--- config.mk ---
export PLATFORM = sky130hd
export DESIGN_NAME = wav_header_parse_upsample_flat
export DESIGN_NICKNAME = d
export VERILOG_FILES = /design/src/whpu_pkg.sv /design/src/whpu_ifs.sv /design/src/whpu_parse.sv /design/src/whpu_queue.sv /design/src/wav_header_parse_upsample.sv /design/src/flat_wrapper.sv
export SDC_FILE = /design/constraint.sdc
export NUM_CORES = 2
export LEC_CHECK = 0
export ABC_AREA = 1
export BUFFER_PORTS_ARGS = -buffer_cell sky130_fd_sc_hd__buf_2
export CAP_MARGIN = 0
export CORE_MARGIN = 2
export CORE_UTILIZATION = 63
export DETAILED_ROUTE_END_ITERATION = 6
export PLACE_DENSITY_LB_ADDON = 0.1
export REMOVE_ABC_BUFFERS = 1
export SLEW_MARGIN = 20
export SYNTH_ARGS = -nofsm -noshare
export SYNTH_HDL_FRONTEND = slang
export SYNTH_SLANG_ARGS = --single-unit
--- constraint.sdc ---
create_clock -name clock -period 10.1 [get_ports clock]
set_clock_uncertainty 0.2 [all_clocks]
set_input_delay 1.01 -clock clock [delete_from_list [all_inputs] [get_ports clock]]
set_output_delay 1.01 -clock clock [all_outputs]
set_load 0.05 [all_outputs]
--- src/whpu_pkg.sv ---
// Shared types and constants for the WAV header parser / 2x upsampler.
package whpu_pkg;

   // little-endian chunk ids as they appear after four bytes are shifted in
   localparam logic [31:0] ID_RIFF      = 32'h4646_4952;
   localparam logic [31:0] ID_FMT       = 32'h2074_6d66;
   localparam logic [31:0] ID_DATA      = 32'h6174_6164;
   localparam logic [31:0] FMT_EXT_SIZE = 32'd18;
   localparam logic [15:0] BYTE_BITS    = 16'd8;

   typedef enum logic [1:0] {
      KIND_HEADER = 2'd0,
      KIND_SAMPLE = 2'd1,
      KIND_ERROR  = 2'd2
   } whpu_kind_type;

   typedef struct packed {
      whpu_kind_type kind;
      logic [7:0]    sample;
      logic          last;
      logic [31:0]   rate_hz;
      logic [15:0]   channel_count;
      logic [15:0]   bit_depth;
      logic [31:0]   bytes_per_second;
      logic [15:0]   format_code;
      logic [30:0]   data_length;
      logic          upsampling;
      logic          unsigned_8bit;
   } whpu_rsp_type;

   // results of one request, handed from the parser to the result queue
   typedef struct packed {
      logic [1:0]   count;
      whpu_rsp_type first;
      whpu_rsp_type second;
   } whpu_push_type;

endpackage

--- src/whpu_ifs.sv ---
// Request and response channel interfaces.
interface whpu_req_if;
   logic       valid;
   logic       ready;
   logic [7:0] file_byte;
   logic       start_of_file;

   modport source (output valid, file_byte, start_of_file, input ready);
   modport sink   (input valid, file_byte, start_of_file, output ready);
endinterface

interface whpu_rsp_if;
   logic        valid;
   logic        ready;
   logic [1:0]  kind;
   logic [7:0]  sample;
   logic        last;
   logic [31:0] rate_hz;
   logic [15:0] channel_count;
   logic [15:0] bit_depth;
   logic [31:0] bytes_per_second;
   logic [15:0] format_code;
   logic [30:0] data_length;
   logic        upsampling;
   logic        unsigned_8bit;

   modport source (output valid, kind, sample, last, rate_hz, channel_count, bit_depth,
                   bytes_per_second, format_code, data_length, upsampling,
                   unsigned_8bit, input ready);
   modport sink   (input valid, kind, sample, last, rate_hz, channel_count, bit_depth,
                   bytes_per_second, format_code, data_length, upsampling,
                   unsigned_8bit, output ready);
endinterface

--- src/whpu_parse.sv ---
// Chunk parser: parse state, header capture, rate check and sample interpolation.
module whpu_parse
   import whpu_pkg::*;
(
   input  logic          clock,
   input  logic          reset,
   input  logic          item_valid,
   input  logic [7:0]    file_byte,
   input  logic          start_of_file,
   output whpu_push_type push
);

   typedef enum logic [15:0] {
      PH_ID         = 16'h0001,
      PH_RIFF_A     = 16'h0002,
      PH_RIFF_B     = 16'h0004,
      PH_FMT_SIZE   = 16'h0008,
      PH_FMT_FORMAT = 16'h0010,
      PH_FMT_CHAN   = 16'h0020,
      PH_FMT_RATE   = 16'h0040,
      PH_FMT_BRATE  = 16'h0080,
      PH_FMT_ALIGN  = 16'h0100,
      PH_FMT_BITS   = 16'h0200,
      PH_FMT_CB     = 16'h0400,
      PH_SKIP_SIZE  = 16'h0800,
      PH_SKIP       = 16'h1000,
      PH_DATA_SIZE  = 16'h2000,
      PH_DATA       = 16'h4000,
      PH_DONE       = 16'h8000
   } phase_type;

   phase_type   phase_ff, phase_in;
   logic [1:0]  biw_ff, biw_in;
   logic [31:0] shift_ff, shift_in;
   logic [31:0] skip_ff, skip_in;
   logic [31:0] fmt_size_ff, fmt_size_in;
   logic [31:0] rate_ff, rate_in;
   logic [31:0] brate_ff, brate_in;
   logic [15:0] chan_ff, chan_in;
   logic [15:0] bits_ff, bits_in;
   logic [15:0] format_ff, format_in;
   logic [30:0] remain_ff, remain_in;
   logic [7:0]  prev_ff, prev_in;
   logic        first_ff, first_in;
   logic [31:0] adopted_ff, adopted_in;
   logic        upsample_ff, upsample_in;
   logic        halted_ff, halted_in;

   always_comb begin
      logic [31:0]  word4;
      logic [15:0]  word2;
      logic         done2;
      logic         done4;
      logic         bad;
      logic         is_last;
      logic [8:0]   pair_sum;
      whpu_rsp_type info;

      phase_in    = phase_ff;
      biw_in      = biw_ff;
      shift_in    = shift_ff;
      skip_in     = skip_ff;
      fmt_size_in = fmt_size_ff;
      rate_in     = rate_ff;
      brate_in    = brate_ff;
      chan_in     = chan_ff;
      bits_in     = bits_ff;
      format_in   = format_ff;
      remain_in   = remain_ff;
      prev_in     = prev_ff;
      first_in    = first_ff;
      adopted_in  = adopted_ff;
      upsample_in = upsample_ff;
      halted_in   = halted_ff;
      push        = '0;
      word4       = {file_byte, shift_ff[31:8]};
      word2       = word4[31:16];
      done2       = (biw_ff != 2'd0);
      done4       = (biw_ff == 2'd3);
      bad         = 1'b0;
      is_last     = 1'b0;
      pair_sum    = 9'd0;
      info        = '0;

      if (item_valid) begin
         // new file: clear everything but the adopted rate
         if (start_of_file) begin
            phase_in    = PH_ID;
            biw_in      = 2'd0;
            shift_in    = 32'd0;
            skip_in     = 32'd0;
            fmt_size_in = 32'd0;
            rate_in     = 32'd0;
            brate_in    = 32'd0;
            chan_in     = 16'd0;
            bits_in     = 16'd0;
            format_in   = 16'd0;
            remain_in   = 31'd0;
            prev_in     = 8'd0;
            first_in    = 1'b1;
            upsample_in = 1'b0;
            halted_in   = 1'b0;
         end
         word4 = {file_byte, shift_in[31:8]};
         word2 = word4[31:16];
         done2 = (biw_in != 2'd0);
         done4 = (biw_in == 2'd3);

         if (!halted_in) begin
            unique case (phase_in)
               PH_ID, PH_RIFF_A, PH_RIFF_B, PH_FMT_SIZE, PH_FMT_RATE, PH_FMT_BRATE,
               PH_SKIP_SIZE, PH_DATA_SIZE: begin
                  shift_in = word4;
                  biw_in   = done4 ? 2'd0 : biw_in + 2'd1;
               end
               PH_FMT_FORMAT, PH_FMT_CHAN, PH_FMT_ALIGN, PH_FMT_BITS, PH_FMT_CB: begin
                  shift_in = word4;
                  biw_in   = done2 ? 2'd0 : biw_in + 2'd1;
               end
               default: begin
               end
            endcase

            unique case (phase_in)
               PH_ID: begin
                  if (done4) begin
                     priority if (word4 == ID_RIFF) phase_in = PH_RIFF_A;
                     else if (word4 == ID_FMT)      phase_in = PH_FMT_SIZE;
                     else if (word4 == ID_DATA)     phase_in = PH_DATA_SIZE;
                     else                           phase_in = PH_SKIP_SIZE;
                  end
               end
               PH_RIFF_A: begin
                  if (done4) phase_in = PH_RIFF_B;
               end
               PH_RIFF_B: begin
                  if (done4) phase_in = PH_ID;
               end
               PH_FMT_SIZE: begin
                  if (done4) begin
                     fmt_size_in = word4;
                     phase_in    = PH_FMT_FORMAT;
                  end
               end
               PH_FMT_FORMAT: begin
                  if (done2) begin
                     format_in = word2;
                     phase_in  = PH_FMT_CHAN;
                  end
               end
               PH_FMT_CHAN: begin
                  if (done2) begin
                     chan_in  = word2;
                     phase_in = PH_FMT_RATE;
                  end
               end
               PH_FMT_RATE: begin
                  if (done4) begin
                     rate_in  = word4;
                     phase_in = PH_FMT_BRATE;
                  end
               end
               PH_FMT_BRATE: begin
                  if (done4) begin
                     brate_in = word4;
                     phase_in = PH_FMT_ALIGN;
                  end
               end
               PH_FMT_ALIGN: begin
                  if (done2) phase_in = PH_FMT_BITS;
               end
               PH_FMT_BITS: begin
                  if (done2) begin
                     bits_in  = word2;
                     phase_in = (fmt_size_in == FMT_EXT_SIZE) ? PH_FMT_CB : PH_ID;
                  end
               end
               PH_FMT_CB: begin
                  if (done2) begin
                     skip_in  = {16'd0, word2};
                     phase_in = (word2 == 16'd0) ? PH_ID : PH_SKIP;
                  end
               end
               PH_SKIP_SIZE: begin
                  if (done4) begin
                     skip_in  = word4;
                     phase_in = (word4 == 32'd0) ? PH_ID : PH_SKIP;
                  end
               end
               PH_SKIP: begin
                  skip_in = skip_in - 32'd1;
                  if (skip_in == 32'd0) phase_in = PH_ID;
               end
               PH_DATA_SIZE: begin
                  if (done4) begin
                     if (word4[31]) begin
                        // oversized length: not data, look for the next chunk
                        phase_in = PH_ID;
                     end else begin
                        remain_in   = word4[30:0];
                        upsample_in = 1'b0;
                        priority if (adopted_in == 32'd0) adopted_in = rate_in;
                        else if (adopted_in == rate_in) upsample_in = 1'b0;
                        else if ({1'b0, adopted_in} == {rate_in, 1'b0}) upsample_in = 1'b1;
                        else bad = 1'b1;

                        info.rate_hz          = rate_in;
                        info.channel_count    = chan_in;
                        info.bit_depth        = bits_in;
                        info.bytes_per_second = brate_in;
                        info.format_code      = format_in;
                        info.data_length      = remain_in;
                        info.unsigned_8bit    = (bits_in == BYTE_BITS);

                        push.first            = info;
                        push.first.kind       = KIND_HEADER;
                        push.first.upsampling = upsample_in;
                        push.count            = 2'd1;
                        if (bad) begin
                           push.second      = info;
                           push.second.kind = KIND_ERROR;
                           push.count       = 2'd2;
                           upsample_in      = 1'b0;
                           halted_in        = 1'b1;
                           phase_in         = PH_DONE;
                        end else begin
                           first_in = 1'b1;
                           phase_in = (word4 == 32'd0) ? PH_DONE : PH_DATA;
                        end
                     end
                  end
               end
               PH_DATA: begin
                  is_last  = (remain_in == 31'd1);
                  pair_sum = {1'b0, prev_in} + {1'b0, file_byte};
                  if (upsample_in && !first_in) begin
                     push.first.kind   = KIND_SAMPLE;
                     push.first.sample = pair_sum[8:1];
                     push.second.kind  = KIND_SAMPLE;
                     push.second.sample = file_byte;
                     push.second.last  = is_last;
                     push.count        = 2'd2;
                  end else begin
                     push.first.kind   = KIND_SAMPLE;
                     push.first.sample = file_byte;
                     push.first.last   = is_last;
                     push.count        = 2'd1;
                  end
                  first_in  = 1'b0;
                  prev_in   = file_byte;
                  remain_in = remain_in - 31'd1;
                  if (is_last) phase_in = PH_DONE;
               end
               PH_DONE: begin
               end
               default: begin
               end
            endcase
         end
      end
   end

   always_ff @(posedge clock) begin
      if (reset) begin
         phase_ff    <= PH_ID;
         biw_ff      <= 2'd0;
         shift_ff    <= 32'd0;
         skip_ff     <= 32'd0;
         fmt_size_ff <= 32'd0;
         rate_ff     <= 32'd0;
         brate_ff    <= 32'd0;
         chan_ff     <= 16'd0;
         bits_ff     <= 16'd0;
         format_ff   <= 16'd0;
         remain_ff   <= 31'd0;
         prev_ff     <= 8'd0;
         first_ff    <= 1'b1;
         adopted_ff  <= 32'd0;
         upsample_ff <= 1'b0;
         halted_ff   <= 1'b0;
      end else begin
         phase_ff    <= phase_in;
         biw_ff      <= biw_in;
         shift_ff    <= shift_in;
         skip_ff     <= skip_in;
         fmt_size_ff <= fmt_size_in;
         rate_ff     <= rate_in;
         brate_ff    <= brate_in;
         chan_ff     <= chan_in;
         bits_ff     <= bits_in;
         format_ff   <= format_in;
         remain_ff   <= remain_in;
         prev_ff     <= prev_in;
         first_ff    <= first_in;
         adopted_ff  <= adopted_in;
         upsample_ff <= upsample_in;
         halted_ff   <= halted_in;
      end
   end

   // a halted parser sits in the done phase until the next file
   a_halt_done: assert property (@(posedge clock) disable iff (reset)
      halted_ff |-> phase_ff == PH_DONE)
      else $error("halted outside done phase");

   // a rate error never leaves upsampling on
   a_halt_no_up: assert property (@(posedge clock) disable iff (reset)
      !(halted_ff && upsample_ff))
      else $error("upsampling active while halted");

   // responses only come out of a parsed request
   a_push_needs_item: assert property (@(posedge clock) disable iff (reset)
      (push.count != 2'd0) |-> item_valid)
      else $error("responses without a parsed request");

endmodule

--- src/whpu_queue.sv ---
// Result queue: takes up to two results a cycle, hands out one.
module whpu_queue
   import whpu_pkg::*;
#(
   parameter int DEPTH = 4
) (
   input  logic          clock,
   input  logic          reset,
   input  whpu_push_type push,
   input  logic          pop,
   output whpu_rsp_type  head,
   output logic          not_empty,
   output logic          has_room
);

   localparam int IW = (DEPTH > 1) ? $clog2(DEPTH) : 1;
   localparam int CW = $clog2(DEPTH + 1);
   localparam logic [IW-1:0] LAST_IDX = IW'(DEPTH - 1);
   localparam logic [CW-1:0] ROOM_MAX = CW'(DEPTH - 2);
   localparam logic [CW-1:0] FULL_CNT = CW'(DEPTH);

   whpu_rsp_type  entry_ff [DEPTH];
   logic [IW-1:0] wr_ff, wr_in, rd_ff, rd_in;
   logic [CW-1:0] cnt_ff, cnt_in;
   logic [IW-1:0] wr_next;

   function automatic logic [IW-1:0] wrap_inc(input logic [IW-1:0] p);
      return (p == LAST_IDX) ? '0 : p + IW'(1);
   endfunction

   assign wr_next   = wrap_inc(wr_ff);
   assign head      = entry_ff[rd_ff];
   assign not_empty = (cnt_ff != '0);
   assign has_room  = (cnt_ff <= ROOM_MAX);

   always_comb begin
      wr_in  = wr_ff;
      rd_in  = rd_ff;
      cnt_in = cnt_ff + CW'(push.count);
      unique case (push.count)
         2'd1:    wr_in = wr_next;
         2'd2:    wr_in = wrap_inc(wr_next);
         default: wr_in = wr_ff;
      endcase
      if (pop) begin
         rd_in  = wrap_inc(rd_ff);
         cnt_in = cnt_in - CW'(1);
      end
   end

   always_ff @(posedge clock) begin
      if (push.count != 2'd0) entry_ff[wr_ff] <= push.first;
      if (push.count == 2'd2) entry_ff[wr_next] <= push.second;
   end

   always_ff @(posedge clock) begin
      if (reset) begin
         wr_ff  <= '0;
         rd_ff  <= '0;
         cnt_ff <= '0;
      end else begin
         wr_ff  <= wr_in;
         rd_ff  <= rd_in;
         cnt_ff <= cnt_in;
      end
   end

   a_no_overflow: assert property (@(posedge clock) disable iff (reset)
      cnt_ff <= FULL_CNT)
      else $error("result queue overflow");

   a_push_room: assert property (@(posedge clock) disable iff (reset)
      (push.count != 2'd0) |-> has_room)
      else $error("results pushed without room for two");

   a_pop_only: assert property (@(posedge clock) disable iff (reset)
      (pop && push.count == 2'd0) |=> cnt_ff == $past(cnt_ff) - CW'(1))
      else $error("queue count wrong after pop");

endmodule

--- src/wav_header_parse_upsample.sv ---
// WAV header parser with 2x upsampling: top level.
// Path: a request is registered in the input register, parsed once the queue has room,
//   and its responses are written into the result queue and offered from its head.
// Throughput: one request per cycle while each gives at most one response and the queue
//   has room; an upsampled byte gives two responses through the single response port.
// Reset (synchronous, active high): parser back to chunk-id search, no rate adopted,
//   input register and response queue emptied.
module wav_header_parse_upsample
   import whpu_pkg::*;
#(
   parameter int QUEUE_DEPTH = 4
) (
   input  logic              clock,
   input  logic              reset,
   whpu_req_if.sink          req_bus,
   whpu_rsp_if.source        rsp_bus
);

   // input register: holds one request until the queue can take its responses
   logic          in_valid_ff, in_valid_in;
   logic [7:0]    in_byte_ff, in_byte_in;
   logic          in_sof_ff, in_sof_in;

   logic          q_room;
   logic          q_not_empty;
   logic          advance;
   logic          req_take;
   logic          rsp_take;
   whpu_push_type push;
   whpu_rsp_type  head;

   // parse the held request only when the queue has room for two responses
   assign advance  = in_valid_ff && q_room;
   assign req_bus.ready = !in_valid_ff || q_room;
   assign req_take = req_bus.valid && req_bus.ready;

   always_comb begin
      in_valid_in = in_valid_ff;
      in_byte_in  = in_byte_ff;
      in_sof_in   = in_sof_ff;
      if (req_take) begin
         in_valid_in = 1'b1;
         in_byte_in  = req_bus.file_byte;
         in_sof_in   = req_bus.start_of_file;
      end else if (advance) begin
         in_valid_in = 1'b0;
      end
   end

   always_ff @(posedge clock) begin
      if (reset) begin
         in_valid_ff <= 1'b0;
      end else begin
         in_valid_ff <= in_valid_in;
      end
   end

   // payload needs no reset
   always_ff @(posedge clock) begin
      in_byte_ff <= in_byte_in;
      in_sof_ff  <= in_sof_in;
   end

   whpu_parse u_parse (
      .clock         (clock),
      .reset         (reset),
      .item_valid    (advance),
      .file_byte     (in_byte_ff),
      .start_of_file (in_sof_ff),
      .push          (push)
   );

   whpu_queue #(
      .DEPTH (QUEUE_DEPTH)
   ) u_queue (
      .clock     (clock),
      .reset     (reset),
      .push      (push),
      .pop       (rsp_take),
      .head      (head),
      .not_empty (q_not_empty),
      .has_room  (q_room)
   );

   // response side is driven straight from the queue's head entry
   assign rsp_take                 = rsp_bus.valid && rsp_bus.ready;
   assign rsp_bus.valid            = q_not_empty;
   assign rsp_bus.kind             = head.kind;
   assign rsp_bus.sample           = head.sample;
   assign rsp_bus.last             = head.last;
   assign rsp_bus.rate_hz          = head.rate_hz;
   assign rsp_bus.channel_count    = head.channel_count;
   assign rsp_bus.bit_depth        = head.bit_depth;
   assign rsp_bus.bytes_per_second = head.bytes_per_second;
   assign rsp_bus.format_code      = head.format_code;
   assign rsp_bus.data_length      = head.data_length;
   assign rsp_bus.upsampling       = head.upsampling;
   assign rsp_bus.unsigned_8bit    = head.unsigned_8bit;

endmodule

--- src/flat_wrapper.sv ---
// flat-port wrapper written by rule: the top's interface ports become plain ports
module wav_header_parse_upsample_flat import whpu_pkg::*;
#(
   parameter int QUEUE_DEPTH = 4
)
  (clock, reset, req_bus_valid, req_bus_file_byte, req_bus_start_of_file, req_bus_ready, rsp_bus_valid, rsp_bus_kind, rsp_bus_sample, rsp_bus_last, rsp_bus_rate_hz, rsp_bus_channel_count, rsp_bus_bit_depth, rsp_bus_bytes_per_second, rsp_bus_format_code, rsp_bus_data_length, rsp_bus_upsampling, rsp_bus_unsigned_8bit, rsp_bus_ready);
  whpu_req_if req_bus_i ();
  whpu_rsp_if rsp_bus_i ();
  input  logic clock;
  input  logic reset;
  input wire logic [$bits(req_bus_i.valid)-1:0] req_bus_valid;
  input wire logic [$bits(req_bus_i.file_byte)-1:0] req_bus_file_byte;
  input wire logic [$bits(req_bus_i.start_of_file)-1:0] req_bus_start_of_file;
  output wire logic [$bits(req_bus_i.ready)-1:0] req_bus_ready;
  output wire logic [$bits(rsp_bus_i.valid)-1:0] rsp_bus_valid;
  output wire logic [$bits(rsp_bus_i.kind)-1:0] rsp_bus_kind;
  output wire logic [$bits(rsp_bus_i.sample)-1:0] rsp_bus_sample;
  output wire logic [$bits(rsp_bus_i.last)-1:0] rsp_bus_last;
  output wire logic [$bits(rsp_bus_i.rate_hz)-1:0] rsp_bus_rate_hz;
  output wire logic [$bits(rsp_bus_i.channel_count)-1:0] rsp_bus_channel_count;
  output wire logic [$bits(rsp_bus_i.bit_depth)-1:0] rsp_bus_bit_depth;
  output wire logic [$bits(rsp_bus_i.bytes_per_second)-1:0] rsp_bus_bytes_per_second;
  output wire logic [$bits(rsp_bus_i.format_code)-1:0] rsp_bus_format_code;
  output wire logic [$bits(rsp_bus_i.data_length)-1:0] rsp_bus_data_length;
  output wire logic [$bits(rsp_bus_i.upsampling)-1:0] rsp_bus_upsampling;
  output wire logic [$bits(rsp_bus_i.unsigned_8bit)-1:0] rsp_bus_unsigned_8bit;
  input wire logic [$bits(rsp_bus_i.ready)-1:0] rsp_bus_ready;
  assign req_bus_i.valid = req_bus_valid;
  assign req_bus_i.file_byte = req_bus_file_byte;
  assign req_bus_i.start_of_file = req_bus_start_of_file;
  assign req_bus_ready = req_bus_i.ready;
  assign rsp_bus_valid = rsp_bus_i.valid;
  assign rsp_bus_kind = rsp_bus_i.kind;
  assign rsp_bus_sample = rsp_bus_i.sample;
  assign rsp_bus_last = rsp_bus_i.last;
  assign rsp_bus_rate_hz = rsp_bus_i.rate_hz;
  assign rsp_bus_channel_count = rsp_bus_i.channel_count;
  assign rsp_bus_bit_depth = rsp_bus_i.bit_depth;
  assign rsp_bus_bytes_per_second = rsp_bus_i.bytes_per_second;
  assign rsp_bus_format_code = rsp_bus_i.format_code;
  assign rsp_bus_data_length = rsp_bus_i.data_length;
  assign rsp_bus_upsampling = rsp_bus_i.upsampling;
  assign rsp_bus_unsigned_8bit = rsp_bus_i.unsigned_8bit;
  assign rsp_bus_i.ready = rsp_bus_ready;
  wav_header_parse_upsample #(.QUEUE_DEPTH(QUEUE_DEPTH)) u_core (.clock(clock), .reset(reset), .req_bus(req_bus_i), .rsp_bus(rsp_bus_i));
endmodule
==> flow_summary.json <==
{
  "status": "finished, final reports clean",
  "die_h_um": 288,
  "r2r-end": "u_core.u_queue.entry_ff[0][154]",
  "clkTransAtPathRegs_ns": 0.06,
  "numClockSinks": 935,
  "ff2ff_setup_slack_ns": 3.05,
  "min_path_cells": 2,
  "antenna_left": 0,
  "gp_congestion": 1.04,
  "die_area_um2": 83100,
  "drive_gt1_frac": 0.145,
  "ir_worst_vdd_v": 0.000304,
  "stdcell_area_um2": 55200,
  "vias_per_cell": 6.40,
  "synth_top_area_frac": 0.371,
  "cts_tree": "built",
  "grt_pass1_wl_mm": 252,
  "place_hpwl_mm": 99.9,
  "slew_violations": 0,
  "grt-ovfl-total": 0,
  "crit_top_cell": "nand2_1",
  "htree_num_levels": 3,
  "synth_cell_type_count": 59,
  "dr.pass1.iters": 7,
  "cp_data_arrival_time_ns": 7.22,
  "routed-via-count": 45200,
  "slew_headroom": 0.203,
  "max_freq_mhz": 142,
  "crit_type": "reg2reg",
  "ys_seq_area_frac": 0.491,
  "synth_seq_cells": 935,
  "grt_pass1_vias": 41800,
  "coreArea_um2": 80300,
  "synth_area_leader_cell": "edfxtp_1",
  "power_density_nw_per_um2": 203,
  "io_pins": 171,
  "num-fill-cells": 6516,
  "cts_buffers": 98,
  "cap_violations": 0,
  "hold_end": "u_core.u_queue.entry_ff[1][1]",
  "netlist_top_cells_area": "edfxtp_1 (37%), dfxtp_1 (12%), nand2_1 (7.0%)",
  "cp-start-kind": "flip-flop",
  "globalRouteTotalUtil": 0.395,
  "clock_latency_ns": 0.69,
  "numPortBuffers": 170,
  "dieWidth_um": 288,
  "grt_max_degree": 172,
  "path_delay_family": "buffers and inverters",
  "antenna_found_initial": 5,
  "ys_warn_count": 0,
  "path_buf_inv": 7,
  "r2r_cells": 21,
  "rsz0062_at_grt": "no",
  "cts_resized": 0,
  "tightest_slew_ns": 1.19,
  "synthMuxAreaShare": 0,
  "wirelength_mm": 168,
  "worst_path_largest_cell_delay_ns": 0.76,
  "clockRootBuffer": "clkbuf_16",
  "nets": 5947,
  "initial_core_util": 0.634,
  "hold_path_class": "reg2reg",
  "drtIter0Drc": 6521,
  "drc": 0,
  "synthCells": 6001,
  "fin_util": 0.687,
  "min_from": "u_core.u_queue.entry_ff[1][1]",
  "synth-simple-area-share": 0.258,
  "cp.required_ns": 10.27,
  "wire_per_inst_um": 23.8,
  "critPathCaptureType": "flip-flop",
  "synth_compound_area_frac": 0.160,
  "grt_use_met2": 0.592,
  "ctsHoldBuffers": 0,
  "period_share": 0.698,
  "grt.met1_usage": 0.551,
  "postSynthAreaPerCell_um2": 8.48,
  "synth_xor_area_frac": 0.00378,
  "syn_area_um2": 50900,
  "crit_fanout": 79,
  "post_cts_buffers": 0,
  "placed_area_um2": 51900,
  "area_growth_pct": 8.39,
  "fp-row-count": 104,
  "hold_viol": 0,
  "reg2reg_from": "u_core.in_sof_ff",
  "synthAdderAreaFrac": 0.00693,
  "leakagePower_uw": 0.0215,
  "clock_tree.buffer_depth": 3,
  "grt_util_met3": 0.0865,
  "crit_chain": "buf_4, inv_4, nand2_1, nand2_1, nor2_4, nand2_4, clkinv_2, nand2_1, nor2_4, nand2_1, buf_4, nor2_2, nand2_2, inv_8, a21oi_1, ha_1, nand2_1, nand2_4, inv_6, buf_12, a211oi_1",
  "layout_min_cycle_time_ns": 7.05,
  "busiest_layer": "met2",
  "crit_path_top_delay_cell": "inv_6",
  "finalSetupViolations": 0,
  "synth_top_family_by_area": "simple AND/OR/NAND/NOR gates"
}
cells in the mapped netlist, drive strengths merged:
master / number
ha: 25
nor4: 23
a31oi: 24
nand3: 131
or4: 1
xnor2: 7
a32oi: 3
o211a: 2
fa: 2
or2: 2
o41ai: 2
edfxtp: 629
clkbuf: 310
inv: 541
o22ai: 241
o211ai: 161
a21oi: 277
a211oi: 11
clkinv: 11
o21ai: 640
o31ai: 5
o2111ai: 2
dfxtp: 306
a221oi: 2
a22oi: 13
nor2: 856
nand3b: 3
a22o: 1
o21bai: 3
a211o: 1
nor3: 480
or3: 1
a2bb2oi: 1
nand4: 49
nand2: 1060
a41oi: 1
o221ai: 37
xor2: 15
o32ai: 1
buf: 121
worst max-delay path by stage:
| stage | from | to | slack [ns] | cells after the start |
|---|---|---|---|---|
| 4_1_cts | u_core.in_sof_ff | u_core.u_queue.entry_ff[0][2] | 3.22 | 21 |
| 5_1_grt | u_core.in_sof_ff | u_core.u_queue.entry_ff[3][116] | 2.63 | 21 |
| 3_5_place_dp | u_core.in_sof_ff | u_core.u_queue.entry_ff[1][96] | 3.20 | 21 |
| 3_3_place_gp | u_core.in_sof_ff | u_core.u_queue.entry_ff[1][96] | 3.34 | 21 |
| 6_report | u_core.in_sof_ff | u_core.u_queue.entry_ff[0][154] | 3.05 | 21 |
| 2_1_floorplan | u_core.in_sof_ff | u_core.u_queue.entry_ff[0][154] | -10.69 | 15 |
worst min-delay path: stages, from the launching register on:
cell,delay (ns)
dfxtp_1,0.33
nand2_1,0.05
o21ai_0,0.05
final cells by class:
| cell class | count | area [um^2] | share of cell area |
|---|---|---|---|
| timing repair buffer | 237 | 1530 | 0.0277 |
| clock buffer | 145 | 2800 | 0.0507 |
| clock inverter | 37 | 425 | 0.00771 |
| tap | 1060 | 1330 | 0.0240 |
| sequential | 935 | 25000 | 0.453 |
| antenna | 11 | 27.5 | 0.000499 |
| multi-input combinational | 4083 | 21900 | 0.397 |
| inverter | 552 | 2140 | 0.0387 |
metal layers:
| metal | wire [um] | vias to the layer above |
|---|---|---|
| met2 | 73500 | 2806 |
| met3 | 19900 | 467 |
| met1 | 66600 | 21400 |
| li1 | - | 20500 |
| met4 | 7890 | 6 |
| met5 | 30 | - |
power by group:
| part | leakage [uW] | switching [uW] | internal [uW] | total, uW |
|---|---|---|---|---|
| Combinational | 0.0116 | 2490 | 680 | 3170 |
| Sequential | 0.00838 | 176 | 4180 | 4360 |
| Clock | 0.00155 | 1580 | 2080 | 3660 |
layout by cell type (no fill, tap or decap), types with 128 or more instances in the layout:
cell type,Yosys,final
nor2_1,833,831
a21oi_1,276,275
inv_1,512,506
o21ai_0,616,616
nor3_1,176,176
nand3_1,128,128
o211ai_1,161,161
nand2_1,950,944
o22ai_1,241,241
nor3_2,303,303
buf_2,80,169
edfxtp_1,629,629
dfxtp_1,306,304
through the flow:
| stage | power, uW | std cells | worst slack, ns | hold slack (ns) | TNS, ns |
|---|---|---|---|---|---|
| after floorplan | 6590 | 5570 | -10.69 | 0.223 | -9581.65 |
| after global placement | 7500 | 6864 | 3.34 | 0.234 | 0 |
| after detailed placement | 7520 | 6865 | 3.20 | 0.246 | 0 |
| after CTS | 11100 | 7047 | 3.22 | 0.262 | 0 |
| after global routing | 11500 | 7049 | 2.63 | 0.279 | 0 |
| final | 11200 | 7060 | 3.05 | 0.264 | 0 |
logic make-up (layout without fill, tap and decap cells):
kind of cell,Yosys count,in the layout
adder cells (fa/ha/maj),27,27
AND/OR/NAND/NOR,2606,2606
AO/OA/AOI/OAI,1428,1428
flip-flops,935,935
XOR/XNOR,22,22
buffers and inverters,983,971
other,0,11
sequential cells by signal, summed over array words and instances (netlist names), 3 cells and up, named ones only:
name	count
u_core.u_parse.brate_ff	32
u_core.u_parse.format_ff	16
u_core.in_byte_ff	8
u_core.u_parse.fmt_size_ff	32
u_core.u_parse.shift_ff	24
u_core.u_parse.chan_ff	16
u_core.u_parse.rate_ff	32
u_core.u_parse.adopted_ff	32
u_core.u_parse.skip_ff	32
u_core.u_parse.phase_ff	16
u_core.u_queue.entry_ff	624
u_core.u_queue.cnt_ff	3
u_core.u_parse.prev_ff	8
u_core.u_parse.bits_ff	16
u_core.u_parse.remain_ff	31
(Power assumes the default switching activity.)
